--- config.mk ---
export PLATFORM = sky130hd
export DESIGN_NAME = mono_column_to_nibble_pixel_packer_top
export DESIGN_NICKNAME = d
export VERILOG_FILES = /design/src/hw/rtl/cnp_pkg.sv /design/src/hw/rtl/cnp_front.sv /design/src/hw/rtl/cnp_queue.sv /design/src/hw/rtl/cnp_back.sv /design/src/hw/rtl/mono_column_to_nibble_pixel_packer_top.sv
export VERILOG_INCLUDE_DIRS = /design/src /design/src/hw/rtl
export SDC_FILE = /design/constraint.sdc
export NUM_CORES = 1
export LEC_CHECK = 0
export BUFFER_PORTS_ARGS = -buffer_cell sky130_fd_sc_hd__buf_2
export CAP_MARGIN = 20
export CORE_ASPECT_RATIO = 0.9
export CORE_MARGIN = 3
export CORE_UTILIZATION = 45
export CTS_CLUSTER_DIAMETER = 40
export DETAILED_ROUTE_END_ITERATION = 8
export PLACE_DENSITY = 0.7
export REMOVE_ABC_BUFFERS = 1
export SLEW_MARGIN = 10
export SYNTH_ARGS = -nofsm -noshare
export SYNTH_HDL_FRONTEND = slang
export SYNTH_SLANG_ARGS = --single-unit
export TNS_END_PERCENT = 5
--- constraint.sdc ---
create_clock -name clock -period 2.6 [get_ports clock]
set_input_delay 0.26 -clock clock [delete_from_list [all_inputs] [get_ports clock]]
set_output_delay 0.26 -clock clock [all_outputs]
set_load 0.01 [all_outputs]
--- src/hw/rtl/mono_column_to_nibble_pixel_packer_top_macros.svh ---
// Assertion macros for the column to nibble pixel packer
`ifndef MONO_COLUMN_TO_NIBBLE_PIXEL_PACKER_TOP_MACROS_SVH
`define MONO_COLUMN_TO_NIBBLE_PIXEL_PACKER_TOP_MACROS_SVH

// check a condition in the same cycle
`define CNP_ASSERT_NOW(label, clk, rst, ante, cons) \
   label: assert property (@(posedge clk) disable iff (rst) (ante) |-> (cons)) \
      else $error("cnp assertion failed");

// check a condition in the next cycle
`define CNP_ASSERT_NEXT(label, clk, rst, ante, cons) \
   label: assert property (@(posedge clk) disable iff (rst) (ante) |=> (cons)) \
      else $error("cnp assertion failed");

`endif

--- src/hw/rtl/cnp_pkg.sv ---
// Shared types and constants of the column to nibble pixel packer
package cnp_pkg;

   localparam int ADDR_W      = 11;
   localparam int DATA_W      = 6;
   localparam int PIXEL_W     = 8;
   localparam int RSP_TDATA_W = 24;
   localparam int RSP_PAD_W   = RSP_TDATA_W - ADDR_W - DATA_W;
   localparam int QUEUE_DEPTH = 4;
   localparam int QPTR_W      = 2;
   localparam int ROW_LAST    = 7;

   localparam logic [1:0] LEVEL_ON  = 2'b11;
   localparam logic [1:0] LEVEL_OFF = 2'b00;

   typedef struct packed {
      logic [PIXEL_W-1:0] odd_bits;
      logic [PIXEL_W-1:0] even_bits;
      logic [ADDR_W-1:0]  base_addr;
   } entry_type;

   typedef struct packed {
      logic full;
      logic empty;
   } qstat_type;

endpackage

--- src/hw/rtl/cnp_front.sv ---
// Front end: tracks frame position, buffers even columns, queues odd-column work
module cnp_front #(
   parameter int PANEL_COLUMNS = 128,
   parameter int PANEL_ROWS    = 32
) (
   input  logic                          clock,
   input  logic                          reset,
   input  logic                          req_tvalid,
   output logic                          req_tready,
   input  logic [cnp_pkg::PIXEL_W-1:0]   req_tdata,
   input  logic                          req_tuser,
   input  cnp_pkg::qstat_type            qstat,
   output logic                          push,
   output cnp_pkg::entry_type            push_entry
);

   localparam int BYTES_PER_COLUMN = (PANEL_ROWS + 7) / 8;
   localparam int SLOT_W = (BYTES_PER_COLUMN > 1) ? $clog2(BYTES_PER_COLUMN) : 1;
   localparam int COL_W = $clog2(PANEL_COLUMNS + 1);
   localparam int SLOT_SPAN = 8 * (PANEL_COLUMNS / 2);

   logic [COL_W-1:0]            col_ff, col_in, eff_col;
   logic [SLOT_W-1:0]           slot_ff, slot_in, eff_slot;
   logic [cnp_pkg::PIXEL_W-1:0] even_ff [BYTES_PER_COLUMN];
   logic [cnp_pkg::PIXEL_W-1:0] even_in [BYTES_PER_COLUMN];
   logic                        accept, live, last_slot, wr_even;
   logic [31:0]                 base_full;

   always_comb begin
      req_tready = !qstat.full;
      eff_col    = req_tuser ? '0 : col_ff;
      eff_slot   = req_tuser ? '0 : slot_ff;
      live       = (eff_col != COL_W'(PANEL_COLUMNS));
      accept     = req_tvalid && req_tready;
      last_slot  = (eff_slot == SLOT_W'(BYTES_PER_COLUMN - 1));
      col_in     = col_ff;
      slot_in    = slot_ff;
      if (accept) begin
         col_in  = eff_col;
         slot_in = eff_slot;
         if (live) begin
            slot_in = last_slot ? '0 : eff_slot + SLOT_W'(1);
            col_in  = last_slot ? eff_col + COL_W'(1) : eff_col;
         end
      end
      wr_even = accept && live && !eff_col[0];
      push    = accept && live && eff_col[0];
      for (int i = 0; i < BYTES_PER_COLUMN; i++) begin
         even_in[i] = even_ff[i];
      end
      if (wr_even) begin
         even_in[eff_slot] = req_tdata;
      end
      base_full = 32'(eff_slot) * 32'(SLOT_SPAN) + 32'(eff_col >> 1);
      push_entry.odd_bits  = req_tdata;
      push_entry.even_bits = even_ff[eff_slot];
      push_entry.base_addr = base_full[cnp_pkg::ADDR_W-1:0];
   end

   always_ff @(posedge clock) begin
      if (reset) begin
         col_ff  <= '0;
         slot_ff <= '0;
         for (int i = 0; i < BYTES_PER_COLUMN; i++) begin
            even_ff[i] <= '0;
         end
      end else begin
         col_ff  <= col_in;
         slot_ff <= slot_in;
         for (int i = 0; i < BYTES_PER_COLUMN; i++) begin
            even_ff[i] <= even_in[i];
         end
      end
   end

endmodule

--- src/hw/rtl/cnp_queue.sv ---
// Work queue between front and back end
module cnp_queue (
   input  logic               clock,
   input  logic               reset,
   input  logic               push,
   input  cnp_pkg::entry_type push_entry,
   input  logic               pop,
   output cnp_pkg::entry_type head_entry,
   output cnp_pkg::qstat_type qstat
);

   cnp_pkg::entry_type          mem_ff [cnp_pkg::QUEUE_DEPTH];
   logic [cnp_pkg::QPTR_W-1:0]  wr_ptr_ff, wr_ptr_in, rd_ptr_ff, rd_ptr_in;
   logic [cnp_pkg::QPTR_W:0]    count_ff, count_in;
   logic                        do_push, do_pop;

   always_comb begin
      qstat.full  = (count_ff == (cnp_pkg::QPTR_W + 1)'(cnp_pkg::QUEUE_DEPTH));
      qstat.empty = (count_ff == '0);
      do_push     = push && !qstat.full;
      do_pop      = pop && !qstat.empty;
      wr_ptr_in   = do_push ? wr_ptr_ff + cnp_pkg::QPTR_W'(1) : wr_ptr_ff;
      rd_ptr_in   = do_pop ? rd_ptr_ff + cnp_pkg::QPTR_W'(1) : rd_ptr_ff;
      count_in    = count_ff;
      if (do_push && !do_pop) begin
         count_in = count_ff + (cnp_pkg::QPTR_W + 1)'(1);
      end else if (do_pop && !do_push) begin
         count_in = count_ff - (cnp_pkg::QPTR_W + 1)'(1);
      end
      head_entry = mem_ff[rd_ptr_ff];
   end

   always_ff @(posedge clock) begin
      if (do_push) begin
         mem_ff[wr_ptr_ff] <= push_entry;
      end
   end

   always_ff @(posedge clock) begin
      if (reset) begin
         wr_ptr_ff <= '0;
         rd_ptr_ff <= '0;
         count_ff  <= '0;
      end else begin
         wr_ptr_ff <= wr_ptr_in;
         rd_ptr_ff <= rd_ptr_in;
         count_ff  <= count_in;
      end
   end

endmodule

--- src/hw/rtl/cnp_back.sv ---
// Back end: expands one queued column pair byte into eight display writes
module cnp_back #(
   parameter int ROW_STRIDE = 64
) (
   input  logic                        clock,
   input  logic                        reset,
   input  cnp_pkg::qstat_type          qstat,
   input  cnp_pkg::entry_type          head_entry,
   output logic                        pop,
   output logic                        rsp_tvalid,
   input  logic                        rsp_tready,
   output logic [cnp_pkg::ADDR_W-1:0]  rsp_addr,
   output logic [cnp_pkg::DATA_W-1:0]  rsp_data,
   output logic                        rsp_tlast
);

   localparam logic [cnp_pkg::ADDR_W-1:0] STRIDE = cnp_pkg::ADDR_W'(ROW_STRIDE);

   logic                        busy_ff, busy_in;
   logic [2:0]                  row_ff, row_in;
   logic [cnp_pkg::PIXEL_W-1:0] odd_ff, odd_in, even_ff, even_in;
   logic [cnp_pkg::ADDR_W-1:0]  addr_ff, addr_in;
   logic                        valid_ff, valid_in;
   logic [cnp_pkg::ADDR_W-1:0]  out_addr_ff, out_addr_in;
   logic [cnp_pkg::DATA_W-1:0]  out_data_ff, out_data_in;
   logic                        out_last_ff, out_last_in;
   logic                        advance, row_done;

   always_comb begin
      advance     = busy_ff && (!valid_ff || rsp_tready);
      row_done    = (row_ff == 3'(cnp_pkg::ROW_LAST));
      pop         = !qstat.empty && (!busy_ff || (advance && row_done));
      busy_in     = busy_ff;
      row_in      = row_ff;
      odd_in      = odd_ff;
      even_in     = even_ff;
      addr_in     = addr_ff;
      valid_in    = valid_ff && !rsp_tready;
      out_addr_in = out_addr_ff;
      out_data_in = out_data_ff;
      out_last_in = out_last_ff;
      if (advance) begin
         valid_in    = 1'b1;
         out_addr_in = addr_ff;
         out_data_in = {odd_ff[cnp_pkg::PIXEL_W-1] ? cnp_pkg::LEVEL_ON : cnp_pkg::LEVEL_OFF,
                        cnp_pkg::LEVEL_OFF,
                        even_ff[cnp_pkg::PIXEL_W-1] ? cnp_pkg::LEVEL_ON : cnp_pkg::LEVEL_OFF};
         out_last_in = row_done;
         odd_in      = odd_ff << 1;
         even_in     = even_ff << 1;
         addr_in     = addr_ff + STRIDE;
         row_in      = row_ff + 3'(1);
         busy_in     = !row_done;
      end
      if (pop) begin
         busy_in = 1'b1;
         row_in  = '0;
         odd_in  = head_entry.odd_bits;
         even_in = head_entry.even_bits;
         addr_in = head_entry.base_addr;
      end
      rsp_tvalid = valid_ff;
      rsp_addr   = out_addr_ff;
      rsp_data   = out_data_ff;
      rsp_tlast  = out_last_ff;
   end

   always_ff @(posedge clock) begin
      odd_ff      <= odd_in;
      even_ff     <= even_in;
      addr_ff     <= addr_in;
      row_ff      <= row_in;
      out_addr_ff <= out_addr_in;
      out_data_ff <= out_data_in;
      out_last_ff <= out_last_in;
   end

   always_ff @(posedge clock) begin
      if (reset) begin
         busy_ff  <= 1'b0;
         valid_ff <= 1'b0;
      end else begin
         busy_ff  <= busy_in;
         valid_ff <= valid_in;
      end
   end

endmodule

--- src/hw/rtl/mono_column_to_nibble_pixel_packer_top.sv ---
// Top level of the mono column to nibble pixel packer
//
// channel  dir  tdata                                 tuser / tlast
// req      in   [7:0] pixel_byte                      tuser: frame_start
// rsp      out  [10:0] display_addr, [16:11] data     tlast: last_write
//
// An even-column byte is taken and gives no beat.
// An odd-column byte gives eight rsp beats from the back-end row loop, one a cycle unless rsp stalls.
// A four-entry queue lets the front keep taking bytes while the back end streams writes.
// Reset clears position, even-column buffer, queue and output valid.
// A stalled rsp holds its beat; req stalls only while the queue is full.
`include "mono_column_to_nibble_pixel_packer_top_macros.svh"

module mono_column_to_nibble_pixel_packer_top #(
   parameter int PANEL_COLUMNS = 128,
   parameter int PANEL_ROWS    = 32
) (
   input  logic                              clock,
   input  logic                              reset,
   input  logic                              req_tvalid,
   output logic                              req_tready,
   input  logic [7:0]                        req_tdata,   // [7:0] pixel_byte
   input  logic                              req_tuser,   // [0] frame_start
   output logic                              rsp_tvalid,
   input  logic                              rsp_tready,
   output logic [cnp_pkg::RSP_TDATA_W-1:0]   rsp_tdata,   // [10:0] display_addr, [16:11] display_data
   output logic                              rsp_tlast    // last_write
);

   localparam int ROW_STRIDE = PANEL_COLUMNS / 2;

   cnp_pkg::qstat_type          qstat;
   cnp_pkg::entry_type          push_entry, head_entry;
   logic                        push, pop;
   logic [cnp_pkg::ADDR_W-1:0]  rsp_addr;
   logic [cnp_pkg::DATA_W-1:0]  rsp_data;

   cnp_front #(
      .PANEL_COLUMNS (PANEL_COLUMNS),
      .PANEL_ROWS    (PANEL_ROWS)
   ) u_front (
      .clock      (clock),
      .reset      (reset),
      .req_tvalid (req_tvalid),
      .req_tready (req_tready),
      .req_tdata  (req_tdata),
      .req_tuser  (req_tuser),
      .qstat      (qstat),
      .push       (push),
      .push_entry (push_entry)
   );

   cnp_queue u_queue (
      .clock      (clock),
      .reset      (reset),
      .push       (push),
      .push_entry (push_entry),
      .pop        (pop),
      .head_entry (head_entry),
      .qstat      (qstat)
   );

   cnp_back #(
      .ROW_STRIDE (ROW_STRIDE)
   ) u_back (
      .clock      (clock),
      .reset      (reset),
      .qstat      (qstat),
      .head_entry (head_entry),
      .pop        (pop),
      .rsp_tvalid (rsp_tvalid),
      .rsp_tready (rsp_tready),
      .rsp_addr   (rsp_addr),
      .rsp_data   (rsp_data),
      .rsp_tlast  (rsp_tlast)
   );

   assign rsp_tdata = {{cnp_pkg::RSP_PAD_W{1'b0}}, rsp_data, rsp_addr};

   `CNP_ASSERT_NEXT(a_row_run_contiguous, clock, reset,
      rsp_tvalid && rsp_tready && !rsp_tlast,
      rsp_tvalid && (rsp_tdata[10:0] == 11'($past(rsp_tdata[10:0]) + ROW_STRIDE)))
   `CNP_ASSERT_NOW(a_gap_bits_clear, clock, reset,
      rsp_tvalid,
      (rsp_tdata[14:13] == 2'b00) && (rsp_tdata[23:17] == 7'd0))
   `CNP_ASSERT_NEXT(a_rsp_hold, clock, reset,
      rsp_tvalid && !rsp_tready,
      rsp_tvalid && $stable(rsp_tdata) && $stable(rsp_tlast))

endmodule
**Word level (Yosys, flattened, before mapping)**

Memories as Yosys holds them, arrays and structs flattened. A register that Yosys moved wholly into a read port is not among the register bits.
Cells that the tools add are included.
Widths: inputs -> output; s select.

- Bits in registers: 65
- RAM bits: 140
- Bits of input ports: 13
- Output and inout bits: 27
- Word-level logic and storage cells: 97
- Memories: 2

- Add/sub/neg operators: 9
- Order comparisons: 2
- Eq/ne operators: 4
- Multiplexer cells: 34
- Bitwise logic cells: 5
- Reductions and logical operators: 27

Memories:

| memory | words | width | read ports | clocked after memory_dff | write ports | RTL line | source |
|---|---|---|---|---|---|---|---|
| u_queue.mem_ff | 4 | 27 | 1 | 1 | 1 | cnp_queue.sv:12 | `cnp_pkg::entry_type mem_ff [cnp_pkg::QUEUE_DEPTH];` |
| u_front.even_ff | 4 | 8 | 5 | 0 | 4 | cnp_front.sv:24 | `logic [cnp_pkg::PIXEL_W-1:0] even_ff [BYTES_PER_COLUMN];` |

Operators by type and width:

| cell | count |
|---|---|
| $mux 8 | 12 |
| $bwmux 32 | 1 |
| $mux 32 | 1 |
| $mux 11 | 2 |
| $demux 8 s2 | 1 |
| $mux 2 | 7 |
| $logic_and 1x1->1 | 13 |
| $add 11x7->11 | 1 |
| $add 11x7->11 const B | 1 |
| $logic_not 1->1 | 9 |
| $add 8x1->8 const B | 1 |
| $mux 1 | 8 |
| $ne 8x8->1 const B | 1 |
| $add 2x1->2 const B | 3 |
| $add 3x1->3 const B | 2 |
| $eq 3x3->1 const B | 2 |
| $mux 3 | 2 |
| $or 1x1->1 | 4 |
| $reduce_bool 2->1 | 2 |
| $ge 3x3->1 const B | 1 |
| $logic_not 3->1 | 1 |
| $lt 3x1->1 const B | 1 |
| $not 2->3 | 1 |
| $sub 3x1->3 const B | 1 |
| 2 further kinds | 3 |

**Longest topological paths before layout**

- Word-level depth: 10
- Depth in mapped cells: 11
- Mapped depth without buffers: 11

**Hierarchy**

A second synthesis with hierarchy kept.

- Cell total of the unflattened synthesis: 546
- Area total of the unflattened synthesis: 8511.9 um^2

Modules (own cells, without submodules):

| module | instances | cells an instance | area an instance (um^2) | seq. area each (um^2) |
|---|---|---|---|---|
| cnp_queue | 1 | 189 | 4388.0 | 3423.3 |
| cnp_front | 1 | 238 | 2203.4 | 840.8 |
| cnp_back | 1 | 111 | 1864.3 | 1331.3 |
| mono_column_to_nibble_pixel_packer_top | 1 | 8 | 56.3 | 0.0 |

**Worst setup path after synthesis**

Ideal clock, no wire load.

- Path kind: reg-to-reg
- From: reg u_back.row_ff[0]
- To: reg u_queue.count_ff[2] (netlist name)
- Setup time: 0.072 ns
- Arrival time: 2.518 ns
- Path slack: 0.010 ns
- Cell stages (with the launch flop): 12
- Path buffers: 0
- Path through: dfxtp_1 -> ha_1 -> ha_1 -> a21oi_1 -> nor2_2 -> inv_1 -> ha_1 -> inv_1 -> fa_1 -> xor2_1 -> or3_1 -> a21oi_1

- Longest elaborated chain between the ends: 8
- Elaborated cells on any way between the ends: 10
- Those cells by class: eq/ne: 1; mux: 1; reduce/logical: 8

RTL lines:

| what | RTL line | source |
|---|---|---|
| start, declared | cnp_back.sv:20 | `logic [2:0] row_ff, row_in;` |
| start signal, assigned | cnp_back.sv:72 | `row_ff <= row_in;` |
| $eq 3x3->1 (*) | cnp_back.sv:31 | `row_done = (row_ff == 3'(cnp_pkg::ROW_LAST));` |
| named net u_back.row_done | cnp_back.sv:27 | `logic advance, row_done;` |
| $logic_and 1x1->1 (*) | cnp_back.sv:32 | `pop = !qstat.empty && (!busy_ff \|\| (advance && row_done));` |
| $logic_or 1x1->1 (*) | cnp_back.sv:32 |  |
| $logic_and 1x1->1 (*) | cnp_back.sv:32 |  |
| $logic_and 1x1->1 (*) | cnp_queue.sv:21 | `do_pop = pop && !qstat.empty;` |
| $logic_not 1->1 | cnp_queue.sv:25 | `if (do_push && !do_pop) begin` |
| $logic_and 1x1->1 | cnp_queue.sv:25 |  |
| $mux 3 or $reduce_bool 2->1 (tied branches) | -- |  |
| end signal, assigned | cnp_queue.sv:47 | `count_ff <= count_in;` |
| end, declared | cnp_queue.sv:14 | `logic [cnp_pkg::QPTR_W:0] count_ff, count_in;` |

The timed path passes the listed nets; every way through them passes the cells marked *.
A chain may end at the register's enable or synchronous reset.

**Final worst setup path**

Ends and elaborated chain as after synthesis.

==> metrics.txt <==
# TYPE chip_impl_metric gauge
chip_impl_info{name="result_of_the_run",value="completed"} 1
chip_impl_metric{name="rr_worst_depth",unit=""} 11
chip_impl_metric{name="synth.distinct_cells",unit=""} 47
chip_impl_metric{name="clkSlewWorstSetupHoldPaths",unit="ps"} 70
chip_impl_info{name="setup.worst_path.class",value="flip-flop to flip-flop"} 1
chip_impl_metric{name="grt_pass1_vias",unit=""} 4779
chip_impl_metric{name="synth_edf_count",unit=""} 141
chip_impl_metric{name="critical_path_rt",unit="ps"} 2960
chip_impl_metric{name="tritoncts.num_buffers",unit=""} 17
chip_impl_metric{name="post_drt_wl_per_cell",unit="µm"} 18.55
chip_impl_metric{name="grt_first_pass_wirelength",unit="mm"} 25.75
chip_impl_metric{name="grt_start_max_net_pins",unit=""} 34
chip_impl_metric{name="setup_viol",unit=""} 0
chip_impl_metric{name="post-place-ws",unit="ps"} 162.0
chip_impl_info{name="final_cell_mix",value="sky130_fd_sc_hd__edfxtp_1, sky130_fd_sc_hd__dfxtp_1, sky130_fd_sc_hd__nand3_1, sky130_fd_sc_hd__a21oi_1, sky130_fd_sc_hd__buf_2"} 1
chip_impl_metric{name="sequential_cell_area",unit="µm²"} 5355
chip_impl_metric{name="dieHeight",unit="µm"} 133.8
chip_impl_metric{name="io_pins",unit=""} 40
chip_impl_info{name="synth.largest_area_cell",value="sky130_fd_sc_hd__edfxtp_1"} 1
chip_impl_metric{name="max_slew_margin",unit=""} 0.5782
chip_impl_metric{name="area_of_the_die",unit="µm²"} 19810
chip_impl_metric{name="leakage",unit="nW"} 3.193
chip_impl_metric{name="worst_pin_slew",unit="ps"} 632.8
chip_impl_metric{name="period_minus_slack",unit="ps"} 2415
chip_impl_metric{name="fin_nets",unit=""} 619
chip_impl_info{name="timing.rr.start",value="u_back.row_ff[0]"} 1
chip_impl_info{name="reg2reg_to",value="u_queue.count_ff[2]"} 1
chip_impl_metric{name="synth.yosys.seq_area_share",unit=""} 0.6555
chip_impl_metric{name="global_route.overflow_total",unit=""} 0
chip_impl_metric{name="maxCapViolations",unit=""} 0
chip_impl_metric{name="drt_iter0_drc",unit=""} 437
chip_impl_metric{name="ant_nets",unit=""} 0
chip_impl_info{name="cts_tree",value="yes"} 1
chip_impl_metric{name="detailedRoute.firstPassIterationCount",unit=""} 6
chip_impl_metric{name="cts_hold_buf",unit=""} 0
chip_impl_metric{name="initial_utilization",unit=""} 0.4608
chip_impl_metric{name="htreeDepth",unit=""} 4
chip_impl_metric{name="stdcell_area",unit="µm²"} 9228
chip_impl_metric{name="worstPathMaxFanout",unit=""} 2
chip_impl_info{name="timing.critical_path.mode_cell",value="sky130_fd_sc_hd__ha_1"} 1
chip_impl_metric{name="worst_ir_drop_vdd",unit="mV"} 0.4456
chip_impl_metric{name="syn2layout_area_growth",unit="%"} 12.96
chip_impl_metric{name="power_density",unit="nW/µm²"} 971.8
chip_impl_metric{name="drc_violation_count_after_routing",unit=""} 0
chip_impl_metric{name="detailed_place.area",unit="µm²"} 8587
chip_impl_metric{name="synth_top_cell_area_share",unit=""} 0.5183
chip_impl_metric{name="dieWidth",unit="µm"} 148.0
chip_impl_metric{name="cp_data_arrival_time",unit="ps"} 2780
chip_impl_info{name="cts.root.buffer_cell",value="sky130_fd_sc_hd__clkbuf_16"} 1
chip_impl_metric{name="num_antenna_cells",unit=""} 0
chip_impl_metric{name="route.final.wire_length",unit="mm"} 15.66
chip_impl_metric{name="finalHoldViolCount",unit=""} 0
chip_impl_metric{name="layout-drive-gt1-share",unit=""} 0.2368
chip_impl_metric{name="grt_antenna_before_repair",unit=""} 0
chip_impl_metric{name="groute.usage.overall",unit=""} 0.1687
chip_impl_metric{name="layout_setup_ws",unit="ps"} 184.9
chip_impl_metric{name="ys_warns",unit=""} 0
chip_impl_metric{name="clock_sink_count",unit=""} 197
chip_impl_metric{name="synthCells",unit=""} 552
chip_impl_metric{name="vias_per_cell",unit=""} 5.496
chip_impl_info{name="worst_setup_path_start_kind",value="flip-flop"} 1
chip_impl_metric{name="dpl.hpwl",unit="mm"} 9.844
chip_impl_metric{name="worstHoldPathCells",unit=""} 1
chip_impl_metric{name="core.rowCount",unit=""} 46
chip_impl_metric{name="final-max-slew-violation-count",unit=""} 0
chip_impl_info{name="mostFrequentLayoutCell",value="sky130_fd_sc_hd__edfxtp_1"} 1
chip_impl_info{name="post_synth_main_area_contributors",value="sky130_fd_sc_hd__edfxtp_1, sky130_fd_sc_hd__dfxtp_1, sky130_fd_sc_hd__mux4_2, sky130_fd_sc_hd__mux2i_1, sky130_fd_sc_hd__nand3_1"} 1
chip_impl_metric{name="clock_latency",unit="ps"} 430
chip_impl_info{name="critical_path.endpoint_type",value="flip-flop"} 1
chip_impl_info{name="synth_ff_type",value="sky130_fd_sc_hd__edfxtp_1"} 1
chip_impl_metric{name="async_flop_share",unit=""} 0
chip_impl_metric{name="io_buffer_count",unit=""} 30
chip_impl_metric{name="postSynthAreaPerCell",unit="µm²"} 14.80
chip_impl_metric{name="synth_seq_cells",unit=""} 197
chip_impl_metric{name="netlist_area",unit="µm²"} 8169
chip_impl_metric{name="num-fill-cells",unit=""} 1481
chip_impl_metric{name="total_power",unit="W"} 0.008968
chip_impl_metric{name="max_freq",unit="GHz"} 0.4141
chip_impl_metric{name="summed_negative_setup_slack_over_all_endpoints",unit="ps"} 0
chip_impl_metric{name="cts_buffer_depth",unit=""} 2
chip_impl_metric{name="core_area",unit="µm²"} 17730
chip_impl_info{name="worstPathCellList",value="ha_1, ha_1, a21oi_2, nor2_2, inv_1, ha_1, inv_1, fa_1, xor2_1, or3_1, a21oi_1"} 1
chip_impl_info{name="hold_path.startpoint",value="req_tdata[1]"} 1
chip_impl_metric{name="worst_clock_skew",unit="ps"} 9.787
chip_impl_metric{name="routabilityCongestion",unit=""} 0.8396
chip_impl_metric{name="multi_input_comb_area",unit="µm²"} 2547
chip_impl_metric{name="highest_cell_delay_on_the_worst_timing_path",unit="ps"} 400
chip_impl_metric{name="detailroute.via_count",unit=""} 4639
chip_impl_metric{name="rrSetupSlack",unit="ps"} 180
chip_impl_info{name="max_stage_delay_cell_worst_path",value="sky130_fd_sc_hd__fa_1"} 1
chip_impl_info{name="min-delay-path-class",value="input port to flip-flop"} 1
chip_impl_info{name="min_to",value="u_queue.mem_ff[3][20]"} 1
chip_impl_metric{name="post-route-period-util",unit=""} 0.9289
==> cells in the mapped netlist, drive strengths merged, types with 2 or more instances <==
| cell | instances |
|---|---|
| a21oi | 52 |
| and2 | 9 |
| and3 | 6 |
| buf | 27 |
| clkbuf | 12 |
| dfxtp | 56 |
| edfxtp | 141 |
| ha | 14 |
| inv | 18 |
| mux2 | 16 |
| mux2i | 27 |
| mux4 | 25 |
| nand2 | 13 |
| nand2b | 3 |
| nand3 | 38 |
| nand4 | 3 |
| nor2 | 11 |
| nor2b | 8 |
| nor3 | 3 |
| o2111ai | 2 |
| o211ai | 2 |
| o21ai | 37 |
| or3 | 5 |
| or4 | 4 |
| xnor2 | 5 |
| xor2 | 4 |
==> final cells by class <==
type,instances,area share
flip-flops and latches,197,0.5803
repair buffers,51,0.03471
well taps,240,0.03254
clock buffers,18,0.04651
clock inverters,14,0.02251
inverters,18,0.007322
multi-input cells,306,0.2761
==> metal layers <==
metal / global-route usage / wire (µm) / vias to the layer above
met4: 0.05798 / 265 / 0
met5: 0 / 0 / -
met2: 0.2790 / 7730 / 145
met1: 0.2249 / 6887 / 2325
met3: 0.03446 / 774 / 22
li1: - / - / 2147
==> logic make-up (layout without fill, tap and decap cells) <==
family | after synthesis | after routing | synth area share
mux | 68 | 68 | 0.1241
simple gates | 106 | 106 | 0.07061
flops | 197 | 197 | 0.6555
buf+inv | 57 | 101 | 0.03676
compound gates | 99 | 99 | 0.07903
other cells | 1 | 9 | 0.0004590
fa+ha+maj | 15 | 15 | 0.02389
xor+xnor | 9 | 9 | 0.009649
==> critical path, delay by kind of cell (launching register included) <==
family / cells / cell delay (ps)
adder cells (fa/ha/maj): 4 / 980
AND/OR/NAND/NOR: 2 / 380
flip-flops: 1 / 330
AO/OA/AOI/OAI: 2 / 330
XOR/XNOR: 1 / 190
buffers and inverters: 2 / 150
==> registers in the layout (all words and copies together), names as in the netlist, named ones only <==
register	cells
u_back.rsp_data	2
u_back.even_ff	8
u_back.rsp_tlast	1
u_front.even_ff	32
u_back.odd_ff	8
u_back.busy_ff	1
u_front.col_ff	8
u_back.addr_ff	11
u_back.rsp_tvalid	1
u_queue.count_ff	3
u_queue.mem_ff	100
u_back.row_ff	3
u_front.slot_ff	2
u_back.rsp_addr	11
u_queue.wr_ptr_ff	2
u_queue.rd_ptr_ff	2
==> worst max path at each step <==
stage / from / slack, ps / to / cells after the start
2_1_floorplan: u_back.row_ff[0] / -250 / u_queue.count_ff[2] / 11
3_3_place_gp: u_back.row_ff[0] / 250 / u_queue.count_ff[2] / 11
3_5_place_dp: u_back.row_ff[0] / 160 / u_queue.count_ff[2] / 11
4_1_cts: u_back.row_ff[0] / 140 / u_queue.count_ff[2] / 11
5_1_grt: u_back.row_ff[0] / -4 / u_queue.count_ff[2] / 11
6_report: u_back.row_ff[0] / 180 / u_queue.count_ff[2] / 11
==> power by group <==
| group | internal (W) | switching, W |
|---|---|---|
| Combinational | 0.000851 | 0.00116 |
| Sequential | 0.00400 | 0.000169 |
| Clock | 0.00170 | 0.00109 |
| Total | 0.00655 | 0.00242 |
==> metrics by stage <==
stage	util	cells	hold WS, ps
floorplan	-	521	322.4
global placement	0.4844	812	403.2
detailed placement	0.4844	812	404.5
CTS	0.5203	844	118.0
global route	0.5205	844	119.9
finish	0.5205	844	138.6
==> timing repair <==
item | CTS | global route
gates resized for setup | 0 | 1
setup buffers | 0 | 0
endpoints found under the setup margin | 0 | 1
No activity file was read; power rests on OpenSTA's default activity.
